## src/rtl/rhc_pkg.sv

```systemverilog
// ----------------------------------------------------------------------------
// rhc_pkg
// shared widths, constants and types of the rgb to hsl converter
// ----------------------------------------------------------------------------
`default_nettype none

package rhc_pkg;

    localparam int CHAN_W    = 8;
    localparam int HUE_W     = 15;
    localparam int UNIT_W    = 16;

    // divider: numerator / 8-bit divisor, quotient known to fit in QUO_W bits
    localparam int DEN_W     = 8;
    localparam int QUO_W     = 16;
    localparam int NUM_W     = DEN_W + QUO_W;
    localparam int DIV_STEPS = QUO_W;

    // stage a, stage b, divider steps, stage c
    localparam int N_STAGES  = DIV_STEPS + 3;

    localparam int HUE_SIXTH = 3840;
    localparam int HUE_FULL  = 23040;
    localparam int HUE_Q_W   = 12;

    typedef enum logic [1:0] {
        SEC_RED,
        SEC_GREEN,
        SEC_BLUE
    } t_sector;

    typedef struct packed {
        t_sector                sector;
        logic                   neg;
        logic                   grey;
        logic [UNIT_W-1:0]      lig;
        logic [CHAN_W-1:0]      alpha;
    } t_side;

    typedef struct packed {
        logic [HUE_W-1:0]       hue;
        logic                   undef;
        logic [UNIT_W-1:0]      sat;
        logic [UNIT_W-1:0]      lig;
        logic [CHAN_W-1:0]      alpha;
    } t_result;

endpackage

`default_nettype wire

```

## src/rtl/rhc_if.sv

```systemverilog
// ----------------------------------------------------------------------------
// rhc_if
// pixel and hsl item channels, valid/ready handshake
// ----------------------------------------------------------------------------
`default_nettype none

interface rhc_pix_if;
    import rhc_pkg::*;

    logic              valid;
    logic              ready;
    logic [CHAN_W-1:0] red_in;
    logic [CHAN_W-1:0] green_in;
    logic [CHAN_W-1:0] blue_in;
    logic [CHAN_W-1:0] alpha_in;

    modport source (output valid, output red_in, output green_in, output blue_in,
                    output alpha_in, input ready);
    modport sink   (input valid, input red_in, input green_in, input blue_in,
                    input alpha_in, output ready);
endinterface

interface rhc_hsl_if;
    import rhc_pkg::*;

    logic              valid;
    logic              ready;
    logic [HUE_W-1:0]  hue_out;
    logic              hue_unset;
    logic [UNIT_W-1:0] saturation_out;
    logic [UNIT_W-1:0] lightness_out;
    logic [CHAN_W-1:0] alpha_out;

    modport source (output valid, output hue_out, output hue_unset,
                    output saturation_out, output lightness_out, output alpha_out,
                    input ready);
    modport sink   (input valid, input hue_out, input hue_unset,
                    input saturation_out, input lightness_out, input alpha_out,
                    output ready);
endinterface

`default_nettype wire

```

## src/rtl/rgb_to_hsl_convert.sv

```systemverilog
// ----------------------------------------------------------------------------
// rgb_to_hsl_convert
// pixel stream converter from 8-bit rgb to hue, saturation and lightness
// ----------------------------------------------------------------------------
// i_pix carries one pixel per item (red, green, blue, alpha); o_hsl carries
// one result item per pixel, in order: hue in 1/64 degree, an undefined-hue
// flag for grey pixels, saturation and lightness on a 0..65535 scale, and
// alpha copied through.
// Throughput: one item per clock while the skid register is empty.
// Pipeline: 19 register stages (max/min stage, numerator stage, 16 divider
// stages of one quotient bit each, hue offset stage); the first loads at the
// edge that accepts its item.
// Hue and saturation share the same pipelined restoring divider structure,
// one instance each; lightness needs no divider.
// A two-entry output (final stage plus skid register) lets the pipeline still
// advance as the receiver stalls, the stalled result moving into the skid
// register; while the skid register is full i_pix.ready is low and the whole
// pipeline holds, losing nothing. i_pix.ready is driven from a register only.
// Reset clears all valid bits; the block takes items in the first cycle
// after reset is released.
// ----------------------------------------------------------------------------
`default_nettype none

module rgb_to_hsl_convert (
    input  logic       i_clk,
    input  logic       i_rst_n,
    rhc_pix_if.sink    i_pix,
    rhc_hsl_if.source  o_hsl
);
    import rhc_pkg::*;

    localparam int LAST = N_STAGES - 1;

    logic            en;
    logic            r_v [N_STAGES];

    // stage a
    logic [CHAN_W-1:0] r_a_c;
    logic [CHAN_W:0]   r_a_sum;
    logic [CHAN_W-1:0] r_a_mag;
    logic              r_a_neg;
    t_sector           r_a_sector;
    logic [CHAN_W-1:0] r_a_alpha;

    // stage b
    logic [NUM_W-1:0]  r_b_hnum;
    logic [NUM_W-1:0]  r_b_snum;
    logic [DEN_W-1:0]  r_b_hden;
    logic [DEN_W-1:0]  r_b_sden;
    t_side             r_b_side;

    t_side             r_side [DIV_STEPS];
    logic [QUO_W-1:0]  hquo;
    logic [QUO_W-1:0]  squo;

    t_result           r_c;
    t_result           r_k;
    logic              r_k_v;
    t_result           out_res;

    assign en = !r_k_v;
    assign i_pix.ready = en;

    // stage a: max, min, sector and hue difference
    logic [CHAN_W-1:0] hi, lo, dx, dy;
    t_sector           sector;

    always_comb begin
        hi = (i_pix.red_in > i_pix.green_in) ? i_pix.red_in : i_pix.green_in;
        if (i_pix.blue_in > hi) begin
            hi = i_pix.blue_in;
        end
        lo = (i_pix.red_in < i_pix.green_in) ? i_pix.red_in : i_pix.green_in;
        if (i_pix.blue_in < lo) begin
            lo = i_pix.blue_in;
        end
        priority if (hi == i_pix.red_in) begin
            sector = SEC_RED;
            dx     = i_pix.green_in;
            dy     = i_pix.blue_in;
        end else if (hi == i_pix.green_in) begin
            sector = SEC_GREEN;
            dx     = i_pix.blue_in;
            dy     = i_pix.red_in;
        end else begin
            sector = SEC_BLUE;
            dx     = i_pix.red_in;
            dy     = i_pix.green_in;
        end
    end

    always_ff @(posedge i_clk) begin
        if (en) begin
            r_a_c      <= hi - lo;
            r_a_sum    <= {1'b0, hi} + {1'b0, lo};
            r_a_mag    <= (dx >= dy) ? dx - dy : dy - dx;
            r_a_neg    <= dx < dy;
            r_a_sector <= sector;
            r_a_alpha  <= i_pix.alpha_in;
        end
    end

    // stage b: numerators, divisors and lightness
    logic              grey;
    logic [CHAN_W+8:0] lig_x;
    logic [DEN_W-1:0]  sden;

    always_comb begin
        grey  = r_a_c == '0;
        lig_x = {r_a_sum, 8'd0} + {8'd0, r_a_sum};
        if (r_a_sum <= (CHAN_W+1)'(255)) begin
            sden = r_a_sum[DEN_W-1:0];
        end else begin
            sden = DEN_W'((CHAN_W+1)'(510) - r_a_sum);
        end
        if (grey) begin
            sden = DEN_W'(1);
        end
    end

    always_ff @(posedge i_clk) begin
        if (en) begin
            r_b_hnum        <= NUM_W'(HUE_SIXTH) * NUM_W'(r_a_mag);
            r_b_snum        <= (NUM_W'(r_a_c) << QUO_W) - NUM_W'(r_a_c);
            r_b_hden        <= grey ? DEN_W'(1) : r_a_c;
            r_b_sden        <= sden;
            r_b_side.sector <= r_a_sector;
            r_b_side.neg    <= r_a_neg;
            r_b_side.grey   <= grey;
            r_b_side.lig    <= lig_x[CHAN_W+8:1];
            r_b_side.alpha  <= r_a_alpha;
        end
    end

    rhc_div u_hue_div (
        .i_clk (i_clk),
        .i_en  (en),
        .i_num (r_b_hnum),
        .i_den (r_b_hden),
        .o_quo (hquo)
    );

    rhc_div u_sat_div (
        .i_clk (i_clk),
        .i_en  (en),
        .i_num (r_b_snum),
        .i_den (r_b_sden),
        .o_quo (squo)
    );

    always_ff @(posedge i_clk) begin
        if (en) begin
            r_side[0] <= r_b_side;
            for (int k = 1; k < DIV_STEPS; k++) begin
                r_side[k] <= r_side[k-1];
            end
        end
    end

    // stage c: hue offset per sector
    t_side            sd;
    logic [HUE_W-1:0] q;
    logic [HUE_W-1:0] hue;

    always_comb begin
        sd = r_side[DIV_STEPS-1];
        q  = HUE_W'(hquo[HUE_Q_W-1:0]);
        unique case (sd.sector)
            SEC_RED: begin
                if (sd.neg && q != '0) begin
                    hue = HUE_W'(HUE_FULL) - q;
                end else begin
                    hue = sd.neg ? '0 : q;
                end
            end
            SEC_GREEN: hue = sd.neg ? HUE_W'(2*HUE_SIXTH) - q : HUE_W'(2*HUE_SIXTH) + q;
            SEC_BLUE:  hue = sd.neg ? HUE_W'(4*HUE_SIXTH) - q : HUE_W'(4*HUE_SIXTH) + q;
            default:   hue = '0;
        endcase
        if (sd.grey) begin
            hue = '0;
        end
    end

    always_ff @(posedge i_clk) begin
        if (en) begin
            r_c.hue   <= hue;
            r_c.undef <= sd.grey;
            r_c.sat   <= sd.grey ? '0 : squo;
            r_c.lig   <= sd.lig;
            r_c.alpha <= sd.alpha;
        end
    end

    // valid bits and skid register
    always_ff @(posedge i_clk) begin
        if (!i_rst_n) begin
            for (int k = 0; k < N_STAGES; k++) begin
                r_v[k] <= 1'b0;
            end
            r_k_v <= 1'b0;
        end else begin
            if (en) begin
                r_v[0] <= i_pix.valid;
                for (int k = 1; k < N_STAGES; k++) begin
                    r_v[k] <= r_v[k-1];
                end
            end
            if (en && r_v[LAST] && !o_hsl.ready) begin
                r_k_v <= 1'b1;
            end else if (r_k_v && o_hsl.ready) begin
                r_k_v <= 1'b0;
            end
        end
    end

    always_ff @(posedge i_clk) begin
        if (en && r_v[LAST] && !o_hsl.ready) begin
            r_k <= r_c;
        end
    end

    assign out_res              = r_k_v ? r_k : r_c;
    assign o_hsl.valid          = r_k_v || r_v[LAST];
    assign o_hsl.hue_out        = out_res.hue;
    assign o_hsl.hue_unset      = out_res.undef;
    assign o_hsl.saturation_out = out_res.sat;
    assign o_hsl.lightness_out  = out_res.lig;
    assign o_hsl.alpha_out      = out_res.alpha;

endmodule

`default_nettype wire

```

## src/rtl/rhc_div.sv

```systemverilog
// ----------------------------------------------------------------------------
// rhc_div
// pipelined restoring divider, one quotient bit per register stage
// ----------------------------------------------------------------------------
`default_nettype none

module rhc_div (
    input  logic                       i_clk,
    input  logic                       i_en,
    input  logic [rhc_pkg::NUM_W-1:0]  i_num,
    input  logic [rhc_pkg::DEN_W-1:0]  i_den,
    output logic [rhc_pkg::QUO_W-1:0]  o_quo
);
    import rhc_pkg::*;

    // word holds {partial remainder, remaining numerator bits / quotient bits}
    logic [NUM_W-1:0] r_w   [DIV_STEPS];
    logic [DEN_W-1:0] r_den [DIV_STEPS-1];

    for (genvar k = 0; k < DIV_STEPS; k++) begin : g_step
        logic [NUM_W-1:0] w_src;
        logic [DEN_W-1:0] d_src;
        logic [DEN_W:0]   trial;
        logic [DEN_W:0]   diff;
        logic [NUM_W-1:0] n_w;

        if (k == 0) begin : g_first
            assign w_src = i_num;
            assign d_src = i_den;
        end else begin : g_next
            assign w_src = r_w[k-1];
            assign d_src = r_den[k-1];
        end

        assign trial = w_src[NUM_W-1 -: DEN_W+1];
        assign diff  = trial - {1'b0, d_src};

        always_comb begin
            if (trial >= {1'b0, d_src}) begin
                n_w = {diff[DEN_W-1:0], w_src[QUO_W-2:0], 1'b1};
            end else begin
                n_w = {trial[DEN_W-1:0], w_src[QUO_W-2:0], 1'b0};
            end
        end

        always_ff @(posedge i_clk) begin
            if (i_en) begin
                r_w[k] <= n_w;
            end
        end

        if (k < DIV_STEPS-1) begin : g_den
            always_ff @(posedge i_clk) begin
                if (i_en) begin
                    r_den[k] <= d_src;
                end
            end
        end
    end

    assign o_quo = r_w[DIV_STEPS-1][QUO_W-1:0];

endmodule

`default_nettype wire

```

## src/flat_wrapper.sv

```systemverilog
// flat-port wrapper written by rule: the top's interface ports become plain ports
module rgb_to_hsl_convert_flat import rhc_pkg::*;
  (i_clk, i_rst_n, i_pix_valid, i_pix_red_in, i_pix_green_in, i_pix_blue_in, i_pix_alpha_in, i_pix_ready, o_hsl_valid, o_hsl_hue_out, o_hsl_hue_unset, o_hsl_saturation_out, o_hsl_lightness_out, o_hsl_alpha_out, o_hsl_ready);
  rhc_pix_if i_pix_i ();
  rhc_hsl_if o_hsl_i ();
  input  logic i_clk;
  input  logic i_rst_n;
  input wire logic [$bits(i_pix_i.valid)-1:0] i_pix_valid;
  input wire logic [$bits(i_pix_i.red_in)-1:0] i_pix_red_in;
  input wire logic [$bits(i_pix_i.green_in)-1:0] i_pix_green_in;
  input wire logic [$bits(i_pix_i.blue_in)-1:0] i_pix_blue_in;
  input wire logic [$bits(i_pix_i.alpha_in)-1:0] i_pix_alpha_in;
  output wire logic [$bits(i_pix_i.ready)-1:0] i_pix_ready;
  output wire logic [$bits(o_hsl_i.valid)-1:0] o_hsl_valid;
  output wire logic [$bits(o_hsl_i.hue_out)-1:0] o_hsl_hue_out;
  output wire logic [$bits(o_hsl_i.hue_unset)-1:0] o_hsl_hue_unset;
  output wire logic [$bits(o_hsl_i.saturation_out)-1:0] o_hsl_saturation_out;
  output wire logic [$bits(o_hsl_i.lightness_out)-1:0] o_hsl_lightness_out;
  output wire logic [$bits(o_hsl_i.alpha_out)-1:0] o_hsl_alpha_out;
  input wire logic [$bits(o_hsl_i.ready)-1:0] o_hsl_ready;
  assign i_pix_i.valid = i_pix_valid;
  assign i_pix_i.red_in = i_pix_red_in;
  assign i_pix_i.green_in = i_pix_green_in;
  assign i_pix_i.blue_in = i_pix_blue_in;
  assign i_pix_i.alpha_in = i_pix_alpha_in;
  assign i_pix_ready = i_pix_i.ready;
  assign o_hsl_valid = o_hsl_i.valid;
  assign o_hsl_hue_out = o_hsl_i.hue_out;
  assign o_hsl_hue_unset = o_hsl_i.hue_unset;
  assign o_hsl_saturation_out = o_hsl_i.saturation_out;
  assign o_hsl_lightness_out = o_hsl_i.lightness_out;
  assign o_hsl_alpha_out = o_hsl_i.alpha_out;
  assign o_hsl_i.ready = o_hsl_ready;
  rgb_to_hsl_convert u_core (.i_clk(i_clk), .i_rst_n(i_rst_n), .i_pix(i_pix_i), .o_hsl(o_hsl_i));
endmodule
```

## config.mk

```make
export PLATFORM = sky130hd
export DESIGN_NAME = rgb_to_hsl_convert_flat
export DESIGN_NICKNAME = d
export VERILOG_FILES = /design/src/rtl/rhc_pkg.sv /design/src/rtl/rhc_if.sv /design/src/rtl/rgb_to_hsl_convert.sv /design/src/rtl/rhc_div.sv /design/src/flat_wrapper.sv
export SDC_FILE = /design/constraint.sdc
export NUM_CORES = 2
export LEC_CHECK = 0
export ABC_AREA = 1
export BUFFER_PORTS_ARGS = -buffer_cell sky130_fd_sc_hd__buf_2
export CORE_MARGIN = 3
export CORE_UTILIZATION = 55
export CTS_CLUSTER_DIAMETER = 50
export DETAILED_ROUTE_END_ITERATION = 12
export PLACE_DENSITY = 0.71
export SLEW_MARGIN = 20
export SYNTH_ARGS = -nofsm -noshare
export SYNTH_HDL_FRONTEND = slang
export SYNTH_SLANG_ARGS = --single-unit
```

## constraint.sdc

```tcl
create_clock -name i_clk -period 53.6 [get_ports i_clk]
set_input_delay 0 -clock i_clk [delete_from_list [all_inputs] [get_ports i_clk]]
set_output_delay 0 -clock i_clk [all_outputs]
set_load 0.02 [all_outputs]
```

Yosys cells after proc, flatten, opt, wreduce, memory -nomap -nowiden. Memory sizes are Yosys's and may differ from the RTL's. A register that Yosys moved wholly into a read port is not among the register bits. Cells that the tools add are included.

Bitwise gates (word level): 19. Order comparisons: 39. Reduce and logical (&&, ||, !) cells: 12. Add/sub/neg operators: 44. Muxes and demuxes: 74. $mul: 1. Equality and inequality tests: 4.

Operators by type and width (number): two-way mux 24 bit (32); >= comparator 9 x 8 -> 1 bit (31); subtractor 8 bit (34); two-way mux 8 bit (10); two-way mux 56 bit (1); two-way mux 15 bit (3); case mux 15 bit (3 select lines) (1); two-way mux 1 bit (25); < comparator 8 bit (3); subtractor 24 x 8 -> 24 bit (1); OR 1 bit (19); adder 17 x 9 -> 17 bit (1); equality test 8 bit (2); > comparator 8 bit (2); adder 14 x 12 -> 15 bit (first input constant) (1); subtractor 14 x 12 -> 15 bit (first input constant) (1); subtractor 15 x 12 -> 15 bit (first input constant) (1); adder 13 x 12 -> 14 bit (first input constant) (1); subtractor 13 x 12 -> 14 bit (first input constant) (1); multiplier 4 x 8 -> 12 bit (first input constant) (1); two-way mux 12 bit (1); nonzero test 12 bit (1); adder 8 x 8 -> 9 bit (1); less-or-equal comparator 9 x 8 -> 1 bit (second input constant) (1); 13 further kinds (18).

RAM bits: 1475. Register bits after elaboration: 213. Memories kept: 6. Logic and storage cells: 224.

Memory list: u_core.r_side (words 16, width 28, read ports 16, clocked after Yosys merged registers in 0, wr ports 16, line rgb_to_hsl_convert.sv:52) `t_side r_side [DIV_STEPS];`; u_core.u_hue_div.r_w (words 16, width 24, read ports 16, clocked after Yosys merged registers in 0, wr ports 16, line rhc_div.sv:17) `logic [NUM_W-1:0] r_w [DIV_STEPS];`; u_core.u_sat_div.r_w (words 16, width 24, read ports 16, clocked after Yosys merged registers in 1, wr ports 16, line rhc_div.sv:17); u_core.u_hue_div.r_den (words 15, width 8, read ports 15, clocked after Yosys merged registers in 0, wr ports 15, line rhc_div.sv:18) `logic [DEN_W-1:0] r_den [DIV_STEPS-1];`; u_core.u_sat_div.r_den (words 15, width 8, read ports 15, clocked after Yosys merged registers in 0, wr ports 15, line rhc_div.sv:18); u_core.r_v (words 19, width 1, read ports 19, clocked after Yosys merged registers in 0, wr ports 19, line rgb_to_hsl_convert.sv:35) `logic r_v [N_STAGES];`.

Logic depth before layout (Yosys ltp).
Depth in word-level cells: 9. Depth in mapped cells: 45. Depth with buffers taken out: 43.

Cells and area by module. From an unflattened synthesis, not the netlist that was laid out.

Cells, all modules: 6264. Area total of the unflattened synthesis: 74669.1 sq um.

By module, submodules not included: rgb_to_hsl_convert (area an instance 27142.3 sq um, instances 1, seq. area each 20629.8 sq um, cells an instance 1894); rhc_div at u_core.u_sat_div (area an instance 23835.4 sq um, instances 1, seq. area each 14894.3 sq um, cells an instance 2181); rhc_div at u_core.u_hue_div (area an instance 23691.5 sq um, instances 1, seq. area each 14894.3 sq um, cells an instance 2189).

Least setup slack after synthesis. No wires, ideal clock.

Path kind: register to register. Start: reg u_core.r_k_v. End: reg u_core.r_a_alpha[0] (enable). Setup slack: 11.592 ns. Arrival: 39.625 ns. Stages on the path, launching flop included: 4. Required time: 51.217 ns. Path through: dfxtp_1 -> clkbuf_1 -> clkinv_1 -> clkbuf_1.

RTL lines: from (decl) (line rgb_to_hsl_convert.sv:58) `logic r_k_v;`; from (signal assigned) (line rgb_to_hsl_convert.sv:201) `r_k_v <= 1'b0;`; from (signal assigned) (line rgb_to_hsl_convert.sv:210) `r_k_v <= 1'b1;`; from (signal assigned) (line rgb_to_hsl_convert.sv:212) `r_k_v <= 1'b0;`; to (signal assigned) (line rgb_to_hsl_convert.sv:99) `r_a_alpha <= i_pix.alpha_in;`; to (decl) (line rgb_to_hsl_convert.sv:43) `logic [CHAN_W-1:0] r_a_alpha;`.

No word-level cell between the ends.

Final worst setup path.
Start: reg u_core.r_k_v. End: reg u_core.r_a_mag[1] (enable).

RTL lines: to (signal assigned) (line rgb_to_hsl_convert.sv:96) `r_a_mag <= (dx >= dy) ? dx - dy : dy - dx;`; to (decl) (line rgb_to_hsl_convert.sv:40) `logic [CHAN_W-1:0] r_a_mag;`.

No word-level cell between the ends.

==> summary.txt <==
CTS tree = done
hold_sp = i_pix_red_in[1]
CP Max Fanout = 89
initial antenna violation count = 1
power per cell area = 66.7 nW/um2
hold_buf cts = 27
Hold WS = 0.0981 ns
VDD IR max = 0.0457 mV
share of the synthesized area in the top cell type = 0.705
leading register cell type out of synthesis = edfxtp_1
Area contributors post-synth = edfxtp_1, ha_1, nand2_1
fillers = 8,363
H-tree Lvls = 4
number of global-route vias before repair = 33,400
via-per-instance ratio = 5.11
Total Routing Usage GR = 0.161
Initial Utilization = 0.556
Mean Syn Cell Area = 13.6 um2
final core occ = 0.620
TritonCTS Buffers = 152
Cell Area, Synth = 63,800 um2
IO Pins = 94
detailed placer's ending HPWL = 64.5 mm
Slew HR = 0.288
Hold Path Class = in2reg
DRT antenna net count = 0
Final setup viols = 0
register area = 45,400 um2
grt total ovfl = 0
DIE WIDTH = 347 um
TritonRoute pass-1 iters = 5
CTS sink cnt = 1,517
1st-iter DRT viols = 1,942
via count = 33,500
Seq/Total Area, Yosys = 0.711
Crit path arrival time = 7.44 ns
Clock transition at path regs = 0.06 ns
Lkg Pwr = 29.6 nW
Final nets = 5,348
Residual DRC = 0
GPL Wtd Cong = 0.848
CP required = 53.96 ns
largest area contributor in the synthesized netlist = edfxtp_1
number of setup buffers added after CTS = 0
Layout Skew = 0.0278 ns
Total Wirelength = 97.0 mm
Cell Rows = 124
ys async rst share = 0
clock tree buffer depth = 3
Die ar. = 120,000 um2
max_cap viols = 0
flops & latches, synth = 1,517
max frequency = 141 MHz
pin slew with the least headroom to its limit = 1.07 ns
post-CTS resize count = 0
Setup crit start kind = register
Root Buffer = clkbuf_16
footprint of the multi-input gates = 15,800 um2
Critical Path Source = u_core.r_k_v
core box area = 115,000 um2
RSZ-0062 raised after global routing = false
fin crit share = 0.132
first-pass GRT wire length = 158 mm
Ys Warns = 0
layout cell share with drive strength beyond 1 = 0.0763
setup TNS = 0 ns
syn nets = 5,126
Max Slew Vio Count = 0
Post-synth EDFFs = 1,499
worst skew pair latency = 0.75 ns
Final Hold Viols = 0
diodes inserted = 0
status = completed
fin crit period = 7.08 ns
Port-buffer cells = 93
Synth Instances = 4,703
CP Capture Type = register
WS Path Type = reg2reg
area grow syn2layout = 11.5%
Netlist cell types = 51
largest net degree at the start of global routing = 205
die boundary height = 347 um
WL/cell = 14.8 um
FF-to-FF Start = u_core.r_k_v
-- per-stage QoR --
step	power, W	area (um2)	setup slack (ns)	std cells
after floorplan	0.00336	63800	11.59	4703
after global placement	0.00366	66000	46.45	6255
after detailed placement	0.00375	66000	46.34	6255
after CTS	0.00479	71100	46.37	6558
after global routing	0.00511	71200	45.82	6559
final	0.00474	71200	46.52	6559
-- path summary, 6_finish.rpt --
check / cells after the start / slack (ns) / endpoint
worst max-delay path: 8 / 46.52 / u_core.r_a_mag[1]
worst min-delay path: 5 / 0.1 / u_core.r_a_mag[1]
worst max register to register: 8 / 46.52 / u_core.r_a_mag[1]
worst min register to register: 0 / 0.40 / u_core.r_side[1][136]
-- cells by family (layout without fill, tap and decap cells) --
| group | Yosys count | after routing | synth area share |
|---|---|---|---|
| flip-flops | 1517 | 1517 | 0.711 |
| AND/OR/NAND/NOR | 1284 | 1284 | 0.0844 |
| buffers and inverters | 690 | 1034 | 0.0418 |
| AO/OA/AOI/OAI | 627 | 627 | 0.0543 |
| adder cells (fa/ha/maj) | 387 | 387 | 0.0814 |
| XOR/XNOR | 194 | 194 | 0.0266 |
| multiplexers | 4 | 4 | 0.000666 |
-- flip-flops by register name, summed over array words and instances, names as in the netlist, 23 cells and up --
| name | flops |
|---|---|
| u_core.r_b_side | 28 |
| u_core.r_b_snum | 23 |
| u_core.r_c | 56 |
| u_core.r_k | 56 |
| u_core.r_side | 448 |
| u_core.u_hue_div.r_den | 120 |
| u_core.u_hue_div.r_w | 226 |
| u_core.u_sat_div.r_den | 105 |
| u_core.u_sat_div.r_w | 373 |
-- placed cells by master, fill, tap and decap left out, types with 16 or more instances in the layout --
master	Yosys	routed
a21o_1	24	24
nand4_1	34	34
buf_4	4	19
clkbuf_1	35	43
ha_1	340	340
o21bai_1	33	33
dfxtp_1	18	17
nand2_1	623	623
inv_1	609	609
clkbuf_16	0	156
fa_1	47	47
nor2_1	390	389
a21oi_1	327	327
a211oi_1	27	26
edfxtp_1	1499	1499
clkinv_2	0	23
nor3_1	37	37
xnor2_1	40	40
buf_2	25	93
o22ai_1	16	16
dlygate4sd3_1	0	27
nand3_2	17	17
xor2_1	154	154
clkinv_1	2	22
o21ai_0	165	165
nand3_1	135	135
-- per-layer routing --
layer,share of wire,vias to the layer above,GRT usage,wire (um)
li1,-,16900,-,-
met1,0.41,15900,0.188,40100
met2,0.52,475,0.294,50500
met3,0.033,207,0.0289,3190
met4,0.033,2,0.0665,3240
met5,0.000072,-,0,7
-- power breakdown --
| group | switching [W] | total (W) | internal (W) |
|---|---|---|---|
| clock network | 0.000423 | 0.00101 | 0.000584 |
| logic | 0.000905 | 0.00153 | 0.000625 |
| registers | 0.000215 | 0.00221 | 0.00199 |
-- cell usage after synthesis (all sizes together) (8+ instances only) --
| cell type | instances |
|---|---|
| o22ai | 16 |
| fa | 47 |
| a21o | 24 |
| edfxtp | 1499 |
| or3 | 8 |
| nand3 | 152 |
| nand2 | 640 |
| buf | 38 |
| dfxtp | 18 |
| a21oi | 327 |
| nand4 | 36 |
| o21ai | 167 |
| a211oi | 27 |
| clkbuf | 35 |
| xnor2 | 40 |
| nor2 | 395 |
| ha | 340 |
| o21bai | 33 |
| xor2 | 154 |
| inv | 615 |
| nor3 | 37 |
-- area by class of cell --
class,count,share of cell area
well taps,1512,0.0266
clock inverters,77,0.0110
clock buffers,199,0.0571
flip-flops and latches,1517,0.638
inverters,617,0.0326
multi-input cells,2496,0.222
repair buffers,141,0.0130
-- worst max-delay path, cell delays in order (launching register included) --
cell	delay (ns)
dfxtp_2	0.31
buf_4	0.32
inv_8	0.46
buf_4	0.80
buf_4	0.93
buf_4	0.94
buf_4	0.89
buf_4	0.92
buf_4	0.93
Power figures use the tool's default switching activity.
